===== src/rtl/lsp_pkg.sv =====
// ----------------------------------------------------------------------------
// lsp_pkg
// Shared types and constants of the LED strip pattern generator.
// ----------------------------------------------------------------------------
package lsp_pkg;

  localparam logic [2:0] MODE_OFF      = 3'd0;
  localparam logic [2:0] MODE_STATIC   = 3'd1;
  localparam logic [2:0] MODE_SOLID    = 3'd2;
  localparam logic [2:0] MODE_MOTION   = 3'd3;
  localparam logic [2:0] MODE_BLINK    = 3'd4;
  localparam logic [2:0] MODE_ROTATION = 3'd5;

  localparam logic [1:0] OP_TICK  = 2'd0;
  localparam logic [1:0] OP_LIST  = 2'd1;
  localparam logic [1:0] OP_TGT   = 2'd2;

  localparam logic [2:0] REG_MODE     = 3'd0;
  localparam logic [2:0] REG_BASE     = 3'd1;
  localparam logic [2:0] REG_SECOND   = 3'd2;
  localparam logic [2:0] REG_INTERVAL = 3'd3;
  localparam logic [2:0] REG_SEGMENT  = 3'd4;
  localparam logic [2:0] REG_FSTEPS   = 3'd5;
  localparam logic [2:0] REG_LISTCNT  = 3'd6;
  localparam logic [2:0] REG_TGTCNT   = 3'd7;

  localparam logic [2:0]  MOTION_SLOTS = 3'd6;
  localparam logic [23:0] COLOR_BLACK  = 24'h000000;
  localparam logic [23:0] COLOR_WHITE  = 24'hFFFFFF;
  localparam logic [7:0]  FADE_CNT_MAX = 8'hFF;
  localparam logic [15:0] INTERVAL_RST = 16'd100;
  localparam logic [3:0]  DIV_LAST     = 4'd15;

  typedef struct packed {
    logic       take_item;
    logic       walk_clear;
    logic       walk_step;
    logic       list_rd;
    logic       pix_emit;
    logic       tgt_rd_cur;
    logic       tgt_rd_next;
    logic       fade_begin;
    logic       fade_load;
    logic       mul_ch;
    logic       div_step;
    logic       ch_store;
    logic       fade_finish;
    logic       frame_book;
  } lsp_cmd_t;

  typedef struct packed {
    logic frame_tick;
    logic frame_emits;
    logic fade_on;
    logic walk_at_off;
    logic pix_last;
    logic out_free;
    logic restart_need;
    logic div_last;
    logic ch_last;
  } lsp_status_t;

endpackage


===== src/rtl/led_strip_pattern_generator.sv =====
// ----------------------------------------------------------------------------
// led_strip_pattern_generator
// Frame generator for an addressable LED strip with color fading.
// ----------------------------------------------------------------------------
// Each input request is a millisecond tick or a write into the color list or
// the fade target table. Table writes and ticks that do not complete an
// interval are taken in the idle state. A tick that completes an interval
// starts a frame: the pixel walk first steps from pixel zero to the rotation
// offset, then emits LED_COUNT pixel requests, each with one table read and
// one output load; a full output register stalls the walk. With fading
// enabled, target lookups follow (and, when a new fade begins, a read and load
// of the next target), then for each of the three color channels a multiply
// step, a restoring divide and a store step. A bookkeeping step ends every
// frame. The input is not ready again until the frame and fade are complete.
// Static mode emits no pixels but still advances the fade.
module led_strip_pattern_generator #(
  parameter int LED_COUNT   = 32,
  parameter int TABLE_DEPTH = 16
) (
  input  logic        clk,
  input  logic        rst_n,
  input  logic        cfg_we,
  input  logic [2:0]  cfg_index,
  input  logic [23:0] cfg_wdata,
  input  logic        in_valid,
  output logic        in_ready,
  input  logic [1:0]  in_op,
  input  logic [3:0]  in_entry_index,
  input  logic [23:0] in_entry_color,
  output logic        out_valid,
  input  logic        out_ready,
  output logic [5:0]  out_pixel_index,
  output logic [23:0] out_pixel_color,
  output logic        out_last
);
  import lsp_pkg::*;

  // Command and status groups between the sequencer and the datapath.
  lsp_cmd_t    cmd;
  lsp_status_t st;

  lsp_ctrl u_ctrl (
    .clk      (clk),
    .rst_n    (rst_n),
    .in_valid (in_valid),
    .in_ready (in_ready),
    .st       (st),
    .cmd      (cmd)
  );

  lsp_datapath #(
    .LED_COUNT   (LED_COUNT),
    .TABLE_DEPTH (TABLE_DEPTH)
  ) u_datapath (
    .clk             (clk),
    .rst_n           (rst_n),
    .cfg_we          (cfg_we),
    .cfg_index       (cfg_index),
    .cfg_wdata       (cfg_wdata),
    .in_op           (in_op),
    .in_entry_index  (in_entry_index),
    .in_entry_color  (in_entry_color),
    .out_valid       (out_valid),
    .out_ready       (out_ready),
    .out_pixel_index (out_pixel_index),
    .out_pixel_color (out_pixel_color),
    .out_last        (out_last),
    .cmd             (cmd),
    .st              (st)
  );

endmodule


===== src/rtl/lsp_ctrl.sv =====
// ----------------------------------------------------------------------------
// lsp_ctrl
// Sequencer: request intake, pixel walk, fade channel loop, bookkeeping.
// ----------------------------------------------------------------------------
module lsp_ctrl (
  input  logic                clk,
  input  logic                rst_n,
  input  logic                in_valid,
  output logic                in_ready,
  input  lsp_pkg::lsp_status_t st,
  output lsp_pkg::lsp_cmd_t    cmd
);
  import lsp_pkg::*;

  typedef enum logic [12:0] {
    S_IDLE     = 13'b0000000000001,
    S_SEEK     = 13'b0000000000010,
    S_PIX_RD   = 13'b0000000000100,
    S_PIX_OUT  = 13'b0000000001000,
    S_FADE_RD  = 13'b0000000010000,
    S_FADE_CHK = 13'b0000000100000,
    S_FADE_RD2 = 13'b0000001000000,
    S_FADE_LD  = 13'b0000010000000,
    S_MUL      = 13'b0000100000000,
    S_DIV      = 13'b0001000000000,
    S_STORE    = 13'b0010000000000,
    S_FIN      = 13'b0100000000000,
    S_BOOK     = 13'b1000000000000
  } state_t;

  state_t state_r, state_nxt;
  state_t fade_entry;

  assign in_ready   = (state_r == S_IDLE);
  assign fade_entry = st.fade_on ? S_FADE_RD : S_BOOK;

  always_comb begin
    state_nxt = state_r;
    cmd       = '0;
    case (state_r)
      S_IDLE: begin
        if (in_valid) begin
          cmd.take_item = 1'b1;
          if (st.frame_tick) begin
            cmd.walk_clear = 1'b1;
            state_nxt = st.frame_emits ? S_SEEK : fade_entry;
          end
        end
      end
      S_SEEK: begin
        if (st.walk_at_off) begin
          state_nxt = S_PIX_RD;
        end else begin
          cmd.walk_step = 1'b1;
        end
      end
      S_PIX_RD: begin
        cmd.list_rd = 1'b1;
        state_nxt   = S_PIX_OUT;
      end
      S_PIX_OUT: begin
        if (st.out_free) begin
          cmd.pix_emit  = 1'b1;
          cmd.walk_step = 1'b1;
          state_nxt = st.pix_last ? fade_entry : S_PIX_RD;
        end
      end
      S_FADE_RD: begin
        cmd.tgt_rd_cur = 1'b1;
        state_nxt      = S_FADE_CHK;
      end
      S_FADE_CHK: begin
        cmd.fade_begin = 1'b1;
        state_nxt = st.restart_need ? S_FADE_RD2 : S_MUL;
      end
      S_FADE_RD2: begin
        cmd.tgt_rd_next = 1'b1;
        state_nxt       = S_FADE_LD;
      end
      S_FADE_LD: begin
        cmd.fade_load = 1'b1;
        state_nxt     = S_MUL;
      end
      S_MUL: begin
        cmd.mul_ch = 1'b1;
        state_nxt  = S_DIV;
      end
      S_DIV: begin
        cmd.div_step = 1'b1;
        if (st.div_last) begin
          state_nxt = S_STORE;
        end
      end
      S_STORE: begin
        cmd.ch_store = 1'b1;
        state_nxt = st.ch_last ? S_FIN : S_MUL;
      end
      S_FIN: begin
        cmd.fade_finish = 1'b1;
        state_nxt       = S_BOOK;
      end
      S_BOOK: begin
        cmd.frame_book = 1'b1;
        state_nxt      = S_IDLE;
      end
      default: begin
        state_nxt = S_IDLE;
      end
    endcase
  end

  always_ff @(posedge clk) begin
    if (!rst_n) begin
      state_r <= S_IDLE;
    end else begin
      state_r <= state_nxt;
    end
  end

  a_one_hot: assert property (@(posedge clk) disable iff (!rst_n) $onehot(state_r))
    else $error("state register lost its one-hot code");
  a_div_exit: assert property (@(posedge clk) disable iff (!rst_n)
    (state_r == S_DIV && st.div_last) |=> (state_r == S_STORE))
    else $error("divider did not hand over to store");
  a_no_emit_late: assert property (@(posedge clk) disable iff (!rst_n)
    cmd.pix_emit |-> st.out_free)
    else $error("pixel emitted into a full output register");

endmodule


===== src/rtl/lsp_datapath.sv =====
// ----------------------------------------------------------------------------
// lsp_datapath
// Configuration, pattern state, color tables, pixel walk and fade divider.
// ----------------------------------------------------------------------------
module lsp_datapath #(
  parameter int LED_COUNT   = 32,
  parameter int TABLE_DEPTH = 16
) (
  input  logic                 clk,
  input  logic                 rst_n,
  input  logic                 cfg_we,
  input  logic [2:0]           cfg_index,
  input  logic [23:0]          cfg_wdata,
  input  logic [1:0]           in_op,
  input  logic [3:0]           in_entry_index,
  input  logic [23:0]          in_entry_color,
  output logic                 out_valid,
  input  logic                 out_ready,
  output logic [5:0]           out_pixel_index,
  output logic [23:0]          out_pixel_color,
  output logic                 out_last,
  input  lsp_pkg::lsp_cmd_t    cmd,
  output lsp_pkg::lsp_status_t st
);
  import lsp_pkg::*;

  localparam int         AW       = $clog2(TABLE_DEPTH);
  localparam logic [5:0] LAST_IDX = 6'(LED_COUNT - 1);
  localparam logic [4:0] DEPTH5   = 5'(TABLE_DEPTH);

  // Configuration registers.
  logic [2:0]  mode_r;
  logic [23:0] second_r;
  logic [15:0] interval_r;
  logic [7:0]  seg_r, fsteps_r;
  logic [4:0]  lcnt_r, tcnt_r;

  // Pattern and fade state.
  logic [15:0] ticks_r;
  logic [5:0]  offset_r;
  logic        blink_r, first_r;
  logic [23:0] cur_r, fstart_r, fgoal_r, newcol_r;
  logic [7:0]  fcnt_r;
  logic [3:0]  tp_r;

  // Pixel walk.
  logic [5:0] pix_r, e_r;
  logic [7:0] pos_r;
  logic [2:0] s6_r;
  logic [3:0] sn_r;

  // Tables.
  logic [23:0] list_mem [TABLE_DEPTH];
  logic [23:0] tgt_mem  [TABLE_DEPTH];
  logic [23:0] list_q_r, tgt_q_r;

  // Fade channel unit.
  logic [1:0]  ch_r;
  logic [7:0]  s_r, rem_r;
  logic        dir_r;
  logic [15:0] dvd_r;
  logic [3:0]  dcnt_r;

  logic        out_valid_r, out_last_r;
  logic [5:0]  out_idx_r;
  logic [23:0] out_col_r;

  logic [15:0] ticks_inc;
  logic [7:0]  seg_eff, steps_eff;
  logic [4:0]  ln, tn;
  logic [3:0]  tp_step, tp_new;
  logic [7:0]  sb, gb, diff;
  logic [8:0]  trial;
  logic [23:0] pix_col;
  logic [7:0]  chan_res;

  assign ticks_inc = (ticks_r == 16'hFFFF) ? ticks_r : ticks_r + 16'd1;
  assign seg_eff   = (seg_r == 8'd0) ? 8'd1 : seg_r;
  assign steps_eff = (fsteps_r == 8'd0) ? 8'd1 : fsteps_r;
  assign ln        = (lcnt_r > DEPTH5) ? DEPTH5 : lcnt_r;
  assign tn        = (tcnt_r > DEPTH5) ? DEPTH5 : tcnt_r;
  assign tp_step   = first_r ? 4'd0 : tp_r + 4'd1;
  assign tp_new    = ({1'b0, tp_step} >= tn) ? 4'd0 : tp_step;

  assign st.frame_tick   = (in_op == OP_TICK) && (ticks_inc >= interval_r);
  assign st.frame_emits  = (mode_r == MODE_OFF) || (mode_r == MODE_SOLID) ||
                           (mode_r == MODE_MOTION) || (mode_r == MODE_BLINK) ||
                           (mode_r == MODE_ROTATION);
  assign st.fade_on      = (tn != 5'd0);
  assign st.walk_at_off  = (e_r == offset_r);
  assign st.pix_last     = (pix_r == LAST_IDX);
  assign st.out_free     = !out_valid_r || out_ready;
  assign st.restart_need = first_r || (cur_r == tgt_q_r) || (fcnt_r >= steps_eff);
  assign st.div_last     = (dcnt_r == DIV_LAST);
  assign st.ch_last      = (ch_r == 2'd2);

  // Channel operands: channel 0 is red, 1 green, 2 blue.
  always_comb begin
    case (ch_r)
      2'd0:    begin sb = fstart_r[23:16]; gb = fgoal_r[23:16]; end
      2'd1:    begin sb = fstart_r[15:8];  gb = fgoal_r[15:8];  end
      default: begin sb = fstart_r[7:0];   gb = fgoal_r[7:0];   end
    endcase
  end
  assign diff     = (sb > gb) ? sb - gb : gb - sb;
  assign trial    = {rem_r, dvd_r[15]};
  assign chan_res = dir_r ? s_r - dvd_r[7:0] : s_r + dvd_r[7:0];

  always_comb begin
    case (mode_r)
      MODE_SOLID:    pix_col = cur_r;
      MODE_MOTION:   pix_col = (s6_r == 3'd0) ? cur_r :
                               ((s6_r == 3'd1) ? second_r : COLOR_BLACK);
      MODE_BLINK:    pix_col = blink_r ? COLOR_BLACK : cur_r;
      MODE_ROTATION: pix_col = (ln != 5'd0) ? list_q_r : COLOR_BLACK;
      default:       pix_col = COLOR_BLACK;
    endcase
  end

  always_ff @(posedge clk) begin
    if (cmd.take_item && in_op == OP_LIST && {1'b0, in_entry_index} < DEPTH5) begin
      list_mem[in_entry_index[AW-1:0]] <= in_entry_color;
    end
    if (cmd.take_item && in_op == OP_TGT && {1'b0, in_entry_index} < DEPTH5) begin
      tgt_mem[in_entry_index[AW-1:0]] <= in_entry_color;
    end
    if (cmd.list_rd) begin
      list_q_r <= list_mem[sn_r[AW-1:0]];
    end
    if (cmd.tgt_rd_cur) begin
      tgt_q_r <= tgt_mem[tp_r[AW-1:0]];
    end else if (cmd.tgt_rd_next) begin
      tgt_q_r <= tgt_mem[tp_new[AW-1:0]];
    end
  end

  // Walk and fade datapath registers (payload, no reset).
  always_ff @(posedge clk) begin
    if (cmd.walk_clear) begin
      pix_r <= '0; e_r <= '0; pos_r <= '0; s6_r <= '0; sn_r <= '0;
    end else if (cmd.walk_step) begin
      if (cmd.pix_emit) begin
        pix_r <= pix_r + 6'd1;
      end
      if (e_r == LAST_IDX) begin
        e_r <= '0; pos_r <= '0; s6_r <= '0; sn_r <= '0;
      end else begin
        e_r <= e_r + 6'd1;
        if (pos_r + 8'd1 == seg_eff) begin
          pos_r <= '0;
          s6_r  <= (s6_r == MOTION_SLOTS - 3'd1) ? 3'd0 : s6_r + 3'd1;
          sn_r  <= ({1'b0, sn_r} + 5'd1 >= ln) ? 4'd0 : sn_r + 4'd1;
        end else begin
          pos_r <= pos_r + 8'd1;
        end
      end
    end
    if (cmd.pix_emit) begin
      out_idx_r  <= pix_r;
      out_col_r  <= pix_col;
      out_last_r <= (pix_r == LAST_IDX);
    end
    if (cmd.fade_begin) begin
      ch_r <= 2'd0;
    end else if (cmd.ch_store) begin
      ch_r <= ch_r + 2'd1;
    end
    if (cmd.mul_ch) begin
      s_r    <= sb;
      dir_r  <= (sb > gb);
      dvd_r  <= diff * fcnt_r;
      rem_r  <= '0;
      dcnt_r <= '0;
    end else if (cmd.div_step) begin
      dcnt_r <= dcnt_r + 4'd1;
      if (trial >= {1'b0, steps_eff}) begin
        rem_r <= 8'(trial - {1'b0, steps_eff});
        dvd_r <= {dvd_r[14:0], 1'b1};
      end else begin
        rem_r <= trial[7:0];
        dvd_r <= {dvd_r[14:0], 1'b0};
      end
    end
    if (cmd.ch_store) begin
      case (ch_r)
        2'd0:    newcol_r[23:16] <= chan_res;
        2'd1:    newcol_r[15:8]  <= chan_res;
        default: newcol_r[7:0]   <= chan_res;
      endcase
    end
  end

  // Control and architectural state.
  always_ff @(posedge clk) begin
    if (!rst_n) begin
      mode_r <= MODE_OFF; second_r <= COLOR_WHITE; interval_r <= INTERVAL_RST;
      seg_r <= 8'd1; fsteps_r <= FADE_CNT_MAX; lcnt_r <= '0; tcnt_r <= '0;
      ticks_r <= '0; offset_r <= '0; blink_r <= 1'b0; first_r <= 1'b1;
      cur_r <= COLOR_WHITE; fstart_r <= '0; fgoal_r <= '0; fcnt_r <= '0;
      tp_r <= '0; out_valid_r <= 1'b0;
    end else begin
      if (cfg_we) begin
        case (cfg_index)
          REG_MODE:     begin mode_r <= cfg_wdata[2:0]; tp_r <= '0; first_r <= 1'b1; end
          REG_BASE:     cur_r      <= cfg_wdata;
          REG_SECOND:   second_r   <= cfg_wdata;
          REG_INTERVAL: interval_r <= cfg_wdata[15:0];
          REG_SEGMENT:  seg_r      <= cfg_wdata[7:0];
          REG_FSTEPS:   fsteps_r   <= cfg_wdata[7:0];
          REG_LISTCNT:  lcnt_r     <= cfg_wdata[4:0];
          REG_TGTCNT:   tcnt_r     <= cfg_wdata[4:0];
          default:      ;
        endcase
      end
      if (cmd.take_item && in_op == OP_TICK) begin
        ticks_r <= st.frame_tick ? 16'd0 : ticks_inc;
      end
      if (cmd.pix_emit) begin
        out_valid_r <= 1'b1;
      end else if (out_ready) begin
        out_valid_r <= 1'b0;
      end
      if (cmd.fade_load) begin
        tp_r     <= tp_new;
        fstart_r <= cur_r;
        fgoal_r  <= tgt_q_r;
        fcnt_r   <= '0;
      end
      if (cmd.fade_finish) begin
        cur_r <= newcol_r;
        if (fcnt_r != FADE_CNT_MAX) begin
          fcnt_r <= fcnt_r + 8'd1;
        end
      end
      if (cmd.frame_book) begin
        offset_r <= (offset_r == LAST_IDX) ? 6'd0 : offset_r + 6'd1;
        blink_r  <= ~blink_r;
        first_r  <= 1'b0;
      end
    end
  end

  assign out_valid       = out_valid_r;
  assign out_pixel_index = out_idx_r;
  assign out_pixel_color = out_col_r;
  assign out_last        = out_last_r;

  a_offset_range: assert property (@(posedge clk) disable iff (!rst_n)
    offset_r <= LAST_IDX)
    else $error("rotation offset beyond the strip");
  a_slot_range: assert property (@(posedge clk) disable iff (!rst_n)
    cmd.pix_emit |-> (s6_r < MOTION_SLOTS))
    else $error("motion slot out of range");
  a_tp_range: assert property (@(posedge clk) disable iff (!rst_n)
    {1'b0, tp_r} < DEPTH5)
    else $error("target pointer beyond table");

endmodule

===== config.mk =====
export PLATFORM = sky130hd
export DESIGN_NAME = led_strip_pattern_generator
export DESIGN_NICKNAME = d
export VERILOG_FILES = /design/src/rtl/lsp_pkg.sv /design/src/rtl/led_strip_pattern_generator.sv /design/src/rtl/lsp_ctrl.sv /design/src/rtl/lsp_datapath.sv
export SDC_FILE = /design/constraint.sdc
export NUM_CORES = 2
export LEC_CHECK = 0
export ABC_AREA = 1
export BUFFER_PORTS_ARGS = -buffer_cell sky130_fd_sc_hd__buf_4
export CORE_ASPECT_RATIO = 1.2
export CORE_UTILIZATION = 35
export CTS_CLUSTER_DIAMETER = 80
export DETAILED_ROUTE_END_ITERATION = 10
export PLACE_DENSITY = 0.51
export SLEW_MARGIN = 10
export SYNTH_ARGS = -nofsm -noshare
export SYNTH_HDL_FRONTEND = slang
export SYNTH_HIERARCHICAL = 1
export SYNTH_SLANG_ARGS = --single-unit

===== constraint.sdc =====
create_clock -name clk -period 12.4 [get_ports clk]
set_input_delay 2.48 -clock clk [delete_from_list [all_inputs] [get_ports clk]]
set_output_delay 2.48 -clock clk [all_outputs]
set_load 0.005 [all_outputs]

======== Word level (Yosys, flattened, before mapping) ========
Memories as Yosys holds them, arrays and structs flattened. A register that Yosys moved wholly into a read port is not among the register bits.
Cells that the tools add are included.
W data, S select, Z words.
storage, ports and cells
  bits in registers ....................... 336
  bits in writable memories ............... 768
  input port bits ......................... 62
  output and inout bits ................... 33
  word-level logic and storage cells ...... 239
  memories ................................ 2
operators by class
  add/sub/neg operators ................... 17
  $mul .................................... 1
  order comparisons ....................... 8
  equality and inequality tests ........... 44
  multiplexer cells ....................... 81
  bitwise operators ....................... 2
  reduce and logical (&&, ||, !) cells .... 48
memories
  name                 words  width  read ports  clocked after memory_dff  write ports  line                text
  u_datapath.list_mem  16     24     1           1                         1            lsp_datapath.sv:53  logic [23:0] list_mem [TABLE_DEPTH];
  u_datapath.tgt_mem   16     24     2           1                         1            lsp_datapath.sv:54  logic [23:0] tgt_mem [TABLE_DEPTH];
operator list
  kind                     number
  $mux W24                 9
  $pmux W13 S12            1
  $mux W13                 8
  $pmux W24 S4             1
  $mux W8                  10
  $mux W16                 4
  $mux W4                  10
  $pmux W8 S2              2
  $sub A8 B8 Y8            4
  $reduce_and A2 Y1        15
  $eq A24 B24 Y1           1
  $mux W1                  24
  $eq A3 B3 Y1 const B     7
  $reduce_bool A2 Y1       10
  $add A6 B1 Y6 const B    3
  $eq A6 B5 Y1 const B     3
  $add A16 B1 Y16 const B  1
  $add A8 B1 Y8 const B    2
  $eq A16 B16 Y1 const B   1
  $ge A16 B16 Y1           1
  $logic_not A8 Y1         2
  $mul A8 B8 Y16           1
  $eq A13 B1 Y1 const B    1
  $eq A13 B10 Y1 const B   1
  other kinds (48)         79

======== Longest topological paths before layout ========
  word-level depth ........................ 10
  depth in mapped cells ................... 37
  mapped depth without buffers ............ 34

======== Hierarchy ========
The synthesis kept the hierarchy.
modules (own cells, without submodules)
  module        times used  cells each  area an instance (um^2)  sequential area each (um^2)
  lsp_datapath  1           5487        53550.1                  31370.1
  lsp_ctrl      1           152         914.6                    260.2

======== Worst setup path before layout ========
Ideal clock, no wire load.
  kind .................................... register to register
  start ................................... register u_datapath.ch_r[0]
  end ..................................... register u_datapath.dvd_r[12] (data pin)
  setup time .............................. 0.254 ns
  arrival ................................. 6.461 ns
  data required time ...................... 12.146 ns
  setup slack ............................. 5.686 ns
  cell stages (with the launch flop) ...... 33
  path buffers ............................ 2
  cells stage by stage .................... dfxtp_1 inv_1 ha_1 clkbuf_1 nor2_1 clkbuf_1 a21oi_1 ha_1 fa_1 o21a_1 o221ai_1 nand2_1 clkinv_1 nand2_1 nand2_1 nor2_1 fa_1 inv_1 fa_1 inv_1 fa_1 inv_1 fa_1 inv_1 ha_1 nand2_1 inv_1 a21oi_1 o21ai_0 a21oi_1 or2_2 nand3_1 nand2_1
on the way
  cells in the longest elaborated chain, start to end .. 6
ends and longest elaborated chain
  item                                                     line                 text
  start, declared                                          lsp_datapath.sv:58   logic [1:0] ch_r;
  start signal, assigned                                   lsp_datapath.sv:166  ch_r <= ch_r + 2'd1;
  $eq A2 B1 Y1 / $logic_not A2 Y1 (equally long branches)  lsp_datapath.sv:99   case (ch_r)
  $pmux W8 S2                                              lsp_datapath.sv:99
  $sub A8 B8 Y8 / $gt A8 B8 Y1 (equally long branches)     lsp_datapath.sv:105  assign diff = (sb > gb) ? sb - gb : gb - sb;
  $mux W8 (*)                                              lsp_datapath.sv:105
  $mul A8 B8 Y16 (*)                                       lsp_datapath.sv:171  dvd_r <= diff * fcnt_r;
  $mux W16 (*)                                             lsp_datapath.sv:168  if (cmd.mul_ch) begin
  end signal, assigned                                     lsp_datapath.sv:171
  end signal, assigned                                     lsp_datapath.sv:178  dvd_r <= {dvd_r[14:0], 1'b1};
  end signal, assigned                                     lsp_datapath.sv:181  dvd_r <= {dvd_r[14:0], 1'b0};
  end, declared                                            lsp_datapath.sv:61   logic [15:0] dvd_r;
Every way passes the cells marked *; elsewhere a longest branch is shown, timed or not.
A chain may end at the register's enable or synchronous reset.

======== Worst setup path in the final report ========
Ends and elaborated chain as after synthesis.

==> results.cfg <==
[run_status]
run_status = finished clean

[synthesis]
yosysMostFrequentCell = edfxtp_1
ys_async_sr_fraction = 0
synth_fp_nets = 5853
syn_area_um2 = 54500
synth_top_area_frac = 0.494
synth_area_leaders = edfxtp_1 (49%), dfxtp_1 (8.7%), nand2_1 (5.8%)
synth.largest_area_cell = edfxtp_1
synth.avg_cell_area_um2 = 9.66
ys_types = 57
yosysWarnings = 6
synthTopCellsByCount = edfxtp_1 (896), nand2_1 (845), nor2_1 (698)
synthFlopType = edfxtp_1
seq_area_frac_synth = 0.581
ys_ff_latch = 1132
postSynthCellCount = 5639
synth_edf_count = 896

[timing]
finClkSkew_ns = 0.0918
relSlewSlack = 0.172
setup-tns-final_ns = 0
rsz0062_at_grt = no
hold_viol_final = 0
worst_slew_pin_slew_ns = 1.24
period_minus_slack_ns = 7.78
max_freq_ghz = 0.128
setup_viol = 0
slew_violations = 0
hold_slack_ns = 0.457
layout_worst_path_cycle_share = 0.628

[clock_network]
clock_sinks = 1132
post_cts_buffers = 0
path_clk_slew_ns = 0.07
cts_buffer_depth = 3
cts_buffers = 118
ctsHtreeMaxLevel = 3
clock_latency_ns = 0.78
postCtsHoldBufs = 0
tritoncts = done
clock-root-buffer = clkbuf_16
post_cts_resized = 0

[placed_design]
place_hpwl_um = 104000
port_buffers = 94
place.gp.congestion = 0.841

[critical_path]
cpPeakStageDelay_ns = 0.79
critPathMaxFanout = 16
critPathArrivalTime_ns = 8.24
path_class = reg2reg
crit_slowest_cell = nor2_1
path_common_cell = inv_1
end_kind = flip-flop
startpoint_type = flip-flop
crit_required_ns = 12.85

[power_and_ir_drop]
peakVddDrop_mv = 0.163
pwr_density_cell_nw_per_um2 = 153
power_leakage_nw = 23.0

[route]
drt-total-wl_um = 172000
num_vias = 41500
drt_iter0_drc = 3165
drc = 0
vias_per_cell = 5.33
drtAntennaViolNets = 0
avgRoutedWirePerCell_um = 22.1
firstDrtPassIters = 6

[grt]
grt_pass1_wl_um = 254000
grt_max_degree = 185
antenna_found_initial = 2
overflow = 0
track_usage = 0.215
grt_pass1_vias = 39900

[cells_and_area]
final_layout_size_suffix_gt1_frac = 0.0745
fillCellCount = 15300
multi_input_area_um2 = 19700
fin_nets = 5819
regArea_um2 = 31600
fin_util = 0.396
area_growth_pct = 12.5

[die]
pin_count = 95
fp.dieH_um = 434
initial_core_util = 0.352
fp.dieW_um = 362
die_area_um2 = 157000
fp.coreArea_um2 = 155000
row_count = 158

[hold_path]
hold_path.class = reg2reg

[flow_run]
drv_cap = 0
[cell usage in the layout (no fill, tap or decap), types with 40 or more instances in the layout]
master and count:
dfxtp_1 231, edfxtp_1 896, clkbuf_16 118, o21ai_0 564, ha_1 112, nand4_1 73
nand3_1 427, nor2_1 664, o211ai_1 117, o221ai_1 92, nand2_1 845, inv_1 538
mux2i_1 76, xor2_1 45, a21oi_1 306, buf_4 166, fa_1 40
[cell families (layout without fill, tap and decap cells)]
family	count (synthesis)	after routing	share of synthesized area
simple gates	2135	2135	0.165
compound gates	1183	1183	0.125
flops	1132	1132	0.581
buf+inv	881	947	0.0622
fa+ha+maj	152	152	0.0404
xor+xnor	80	80	0.0129
mux	76	76	0.0140
other cells	0	2	0
[layout make-up]
cell class / count / share of cell area
flip-flops and latches: 1132 / 0.517
diodes: 2 / 0.0000817
multi-input cells: 3626 / 0.322
clock inverters: 73 / 0.0128
inverters: 559 / 0.0343
clock buffers: 147 / 0.0505
repair buffers: 168 / 0.0210
well taps: 2080 / 0.0425
[per-layer routing]
metal | up-vias | global-route usage | routed length, µm
met5 | - | 0 | 13
met4 | 2 | 0.0722 | 4850
met3 | 322 | 0.0226 | 8740
met2 | 1255 | 0.382 | 85600
met1 | 20400 | 0.272 | 72500
li1 | 19500 | - | -
[critical path: cells and delay by family (launching register included)]
kind / cells / cell delay, ns
buffers and inverters: 7 / 0.56
flip-flops: 1 / 0.36
AND/OR/NAND/NOR: 9 / 1.95
adder cells (fa/ha/maj): 8 / 3.45
AO/OA/AOI/OAI: 6 / 1.17
[metrics by stage]
stage / setup WS [ns] / total power, mW / cell area (µm²) / instances
floorplan: 5.69 / 5.23 / 54500 / 5639
global placement: 4.66 / 5.85 / 57400 / 7565
detailed placement: 4.64 / 5.86 / 57400 / 7565
CTS: 4.57 / 9.43 / 61300 / 7785
global route: 3.95 / 9.72 / 61300 / 7786
finish: 4.62 / 9.36 / 61300 / 7787
[worst paths after layout]
kind,slack [ns],from,cells past startpoint,endpoint
worst max register to register,4.62,u_datapath/ch_r[0]$_SDFFE_PP0P_,30,u_datapath/dvd_r[12]$_DFFE_PP_
worst max-delay path,4.62,u_datapath/ch_r[0]$_SDFFE_PP0P_,30,u_datapath/dvd_r[12]$_DFFE_PP_
worst min register to register,0.46,u_datapath/newcol_r[2]$_DFFE_PP_,2,u_datapath/cur_r[2]$_SDFFE_PN1P_
worst min-delay path,0.46,u_datapath/newcol_r[2]$_DFFE_PP_,2,u_datapath/cur_r[2]$_SDFFE_PN1P_
[registers in the layout, indices dropped and copies added, names as in the netlist, 13 cells and up, named ones only]
| register | count |
|---|---|
| u_datapath/newcol_r | 24 |
| u_datapath/tgt_mem | 384 |
| u_datapath/interval_r | 16 |
| u_datapath/fstart_r | 24 |
| u_datapath/second_r | 24 |
| u_datapath/cur_r | 24 |
| u_ctrl/state_r | 13 |
| u_datapath/fgoal_r | 24 |
| u_datapath/dvd_r | 16 |
| u_datapath/list_q_r | 24 |
| u_datapath/list_mem | 384 |
| u_datapath/tgt_q_r | 24 |
| u_datapath/out_pixel_color | 24 |
| u_datapath/ticks_r | 16 |
[power by group]
| part | switching, mW | internal, mW |
|---|---|---|
| Sequential | 0.105 | 4.18 |
| Clock | 1.56 | 2.01 |
| Combinational | 1.10 | 0.407 |
| Total | 2.77 | 6.59 |
Power figures use the tool's default switching activity.
